[config.mk]
export PLATFORM = sky130hd
export DESIGN_NAME = bms_range
export DESIGN_NICKNAME = d
export VERILOG_FILES = /design/src/rtl/bms_pkg.sv /design/src/rtl/bms_range.sv
export SDC_FILE = /design/constraint.sdc
export NUM_CORES = 1
export LEC_CHECK = 0
export ABC_AREA = 1
export BUFFER_PORTS_ARGS = -buffer_cell sky130_fd_sc_hd__buf_2
export CAP_MARGIN = 20
export CORE_MARGIN = 8
export CORE_UTILIZATION = 45
export DETAILED_ROUTE_END_ITERATION = 6
export PLACE_DENSITY = 0.74
export RECOVER_POWER = 50
export SLEW_MARGIN = 5
export SYNTH_ARGS = -nofsm -noshare
export SYNTH_HDL_FRONTEND = slang
export SYNTH_SLANG_ARGS = --single-unit
[constraint.sdc]
create_clock -name vclk -period 2.5
set_input_delay 0.375 -clock vclk [all_inputs]
set_output_delay 0.375 -clock vclk [all_outputs]
set_load 0.05 [all_outputs]
[src/rtl/bms_pkg.sv]
// Shared constants, types and codes for the ranged bitmap set.
package bms_pkg;

    // Set geometry
    localparam int MAX_LEN   = 4096;
    localparam int WORD_BITS = 8;
    localparam int NUM_WORDS = (MAX_LEN + WORD_BITS - 1) / WORD_BITS;
    localparam int ADDR_W    = $clog2(NUM_WORDS);
    localparam int BIT_W     = $clog2(WORD_BITS);
    localparam int SWEEP_W   = ADDR_W + 1;

    // Field widths
    localparam int VAL_W = 32;
    localparam int LEN_W = 13;
    localparam int CNT_W = 13;

    // Configuration register indexes
    localparam logic REG_RANGE_LOW  = 1'b0;
    localparam logic REG_SET_LENGTH = 1'b1;

    typedef logic [WORD_BITS-1:0] t_word;
    typedef logic [ADDR_W-1:0]    t_addr;

    typedef enum logic [1:0] {
        CMD_ADD    = 2'd0,
        CMD_REMOVE = 2'd1,
        CMD_TEST   = 2'd2,
        CMD_CLEAR  = 2'd3
    } t_cmd;

    typedef enum logic [3:0] {
        ST_INIT  = 4'b0001,
        ST_IDLE  = 4'b0010,
        ST_RMW   = 4'b0100,
        ST_CLEAR = 4'b1000
    } t_state;

    // Result of the range check: where the value's bit lives
    typedef struct packed {
        logic             in_range;
        t_addr            word;
        logic [BIT_W-1:0] bit_sel;
    } t_lookup;

endpackage

[src/rtl/bms_range.sv]
// Range check: offset of a value from the range base, bounds test, word and bit.
module bms_range
    import bms_pkg::*;
(
    input  logic [VAL_W-1:0] i_value,
    input  logic [VAL_W-1:0] i_range_low,
    input  logic [LEN_W-1:0] i_eff_len,
    output t_lookup          o_lookup
);

    logic [VAL_W:0] diff;

    // Signed difference, one bit wider so it cannot wrap
    assign diff = {i_value[VAL_W-1], i_value} - {i_range_low[VAL_W-1], i_range_low};

    always_comb begin
        o_lookup.in_range = !diff[VAL_W] && (diff[VAL_W-1:0] < VAL_W'(i_eff_len));
        o_lookup.word     = diff[BIT_W +: ADDR_W];
        o_lookup.bit_sel  = diff[BIT_W-1:0];
    end

endmodule

==> impl_metrics.tcl <==
set metrics [dict create \
    status "finished with violations" \
    violations "setup timing" \
    synth.largest_area_cell "nand2_1" \
    maxCapViolCount 0 \
    syn_nets 705 \
    synth-warning-count 0 \
    slew_viol_final 0 \
    fmaxAchievable_mhz 325.2 \
    cts_hold_buf 0 \
    grt_max_degree 6 \
    fillers 501 \
    critical-path-top-delay-family "simple AND/OR/NAND/NOR gates" \
    end_kind "output pin" \
    critPathSlowestCell "ha_4" \
    yosysUniqueCellTypes 26 \
    min_path_cells 4 \
    critPathBufInv 6 \
    stdcell_area_sq_mm 0.004883 \
    dpl_worst_slack_ns -0.8476 \
    p_leak_nw 2.933 \
    finalHoldViolCount 0 \
    initial_utilization 0.4624 \
    first_pass_iters 4 \
    crit_chain "buf_2 > inv_1 > ha_4 > nand2_2 > inv_1 > a21oi_2 > nand2_4 > nand2_2 > nand2_4 > xor2_4 > ha_4 > inv_1 > buf_4 > nor3_4 > o21ai_2 > nand2_1 > nand2_2 > nand3_2 > nor2_4 > buf_8" \
    place_inst 855 \
    irDropWorstVdd_uv 328.5 \
    io_buffers 90 \
    seq_cell_count 0 \
    drcViolationCount 0 \
    pwr_density_cell_mw_per_mm2 309.4 \
    drtIter0Drc 180 \
    num_rows 29 \
    yosysSeqAreaShare 0 \
    fin_ws_ns -0.5754 \
    ios 90 \
    ant_nets 0 \
    slew-limit-headroom 0.5946 \
    worst-path-max-fanout 4 \
    setup_viol 1 \
    grt_pass1_wl_microns 17220 \
    seq_area_sq_um 0 \
    worst_hold_slack_ns 1.313 \
    vias_per_cell 4.869 \
    gp_congestion 0.9248 \
    tightest_slew_ns 0.6107 \
    hold_path.class "in -> out" \
    n_antenna_cell 0 \
    fin_crit_ns 3.075 \
    arrival_ns 2.70 \
    fp.dieH_microns 96.32 \
    clkbuf_count 0 \
    holdCritStartpoint "i_range_low[0]" \
    dp_hpwl_microns 9279 \
    netlist.area_leader.share 0.2716 \
    fin_tns_setup_ns -0.5754 \
    rsz0062_at_grt "yes" \
    core-area_sq_mm 0.006277 \
    syn_to_final_growth_pct 68.23 \
    grt_pass1_vias 4107 \
    wl_microns 10910 \
    drive_gt1_frac 0.3921 \
    period_share 1.230 \
    die_x_microns 96.32 \
    syn-mean-instance-area_sq_um 4.979 \
    nets 912 \
    cp-start-kind "primary input" \
    min_to "o_lookup[0]" \
    wl_per_cell_microns 12.61 \
    place_area_sq_mm 0.004587 \
    die-area_sq_mm 0.009277 \
    instances_no_fill 865 \
    mostFrequentLayoutCells "197 x nand2_1, 116 x inv_1, 112 x buf_4, 81 x buf_2, 52 x nor2_1" \
    final_common_cell "nand2_1" \
    overflow 0 \
    dr_total_vias 4212 \
    track_usage 0.2266 \
    antenna_found_initial 0 \
    cpPeakStageDelay_ns 0.27 \
    syn-cell-area_sq_mm 0.002903 \
    syn_inst 583 \
    path_class "in -> out" \
    required_ns 2.12 \
    synth_area_leaders "nand2_1 27%, ha_1 19%, inv_1 16%" \
]
-- worst min-delay path: stages --
cell	delay (ns)
buf_2	0.11
ha_4	0.14
inv_1	0.03
clkbuf_1	0.28
-- per-stage QoR --
| step | utilization | power, mW |
|---|---|---|
| after floorplan | - | 0.8342 |
| after global placement | 0.7307 | 1.324 |
| after detailed placement | 0.7307 | 1.361 |
| after CTS | 0.7582 | 1.435 |
| after global routing | 0.7780 | 1.639 |
| final | 0.7780 | 1.511 |
-- routing by layer --
metal	wire, microns	global-route usage
met1	4624	0.2849
met2	5416	0.4098
met3	712	0.02262
met4	154	0.03783
met5	0	0
-- synthesized netlist by cell type, drive strengths merged --
cell and number:
nor3 5, a211oi 1, nor2 60, xnor2 1, clkinv 3, nand2 224
xor2 11, a21oi 32, nand3b 2, fa 1, and3 2, ha 44
inv 138, nand3 37, nand4 7, o21ai 10, a31oi 1, nor3b 1
o21bai 3
-- where the power goes --
group / leakage [nW] / total (mW) / switching, mW / internal (mW)
Combinational: 2.93 / 1.51 / 0.847 / 0.664
Sequential: 0 / 0 / 0 / 0
Clock: 0 / 0 / 0 / 0
-- how the worst max path moves through the flow --
stage                         startpoint  depth (start not counted)            to  slack, ns
final                     i_range_low[6]                         20  o_lookup[12]      -0.58
after detailed placement      i_value[0]                         19  o_lookup[12]      -0.85
after CTS                 i_range_low[4]                         18  o_lookup[12]      -0.60
after global placement    i_range_low[6]                         20  o_lookup[12]      -0.80
after global routing      i_range_low[4]                         19  o_lookup[12]      -0.67
after floorplan           i_range_low[3]                         17  o_lookup[12]      -0.61
-- kinds of logic after synthesis --
family / Yosys count / share of synthesized area
AND/OR/NAND/NOR: 338 / 0.4935
adder cells (fa/ha/maj): 45 / 0.1966
buffers and inverters: 141 / 0.1823
AO/OA/AOI/OAI: 47 / 0.09138
XOR/XNOR: 12 / 0.03621
-- area by class of cell --
| type | count | area (sq um) | area share |
|---|---|---|---|
| repair buffers | 205 | 1360 | 0.2785 |
| multi-input cells | 442 | 2877 | 0.5890 |
| inverters | 141 | 550.5 | 0.1127 |
| well taps | 77 | 96.34 | 0.01973 |
-- repair_timing --
action | 4_1_cts | 5_1_grt
setup buffers | 5 | 5
endpoints found under the setup margin | 1 | 1
pin swaps | 16 | 24
resized for setup | 31 | 23
No activity file was read; power rests on OpenSTA's default activity.
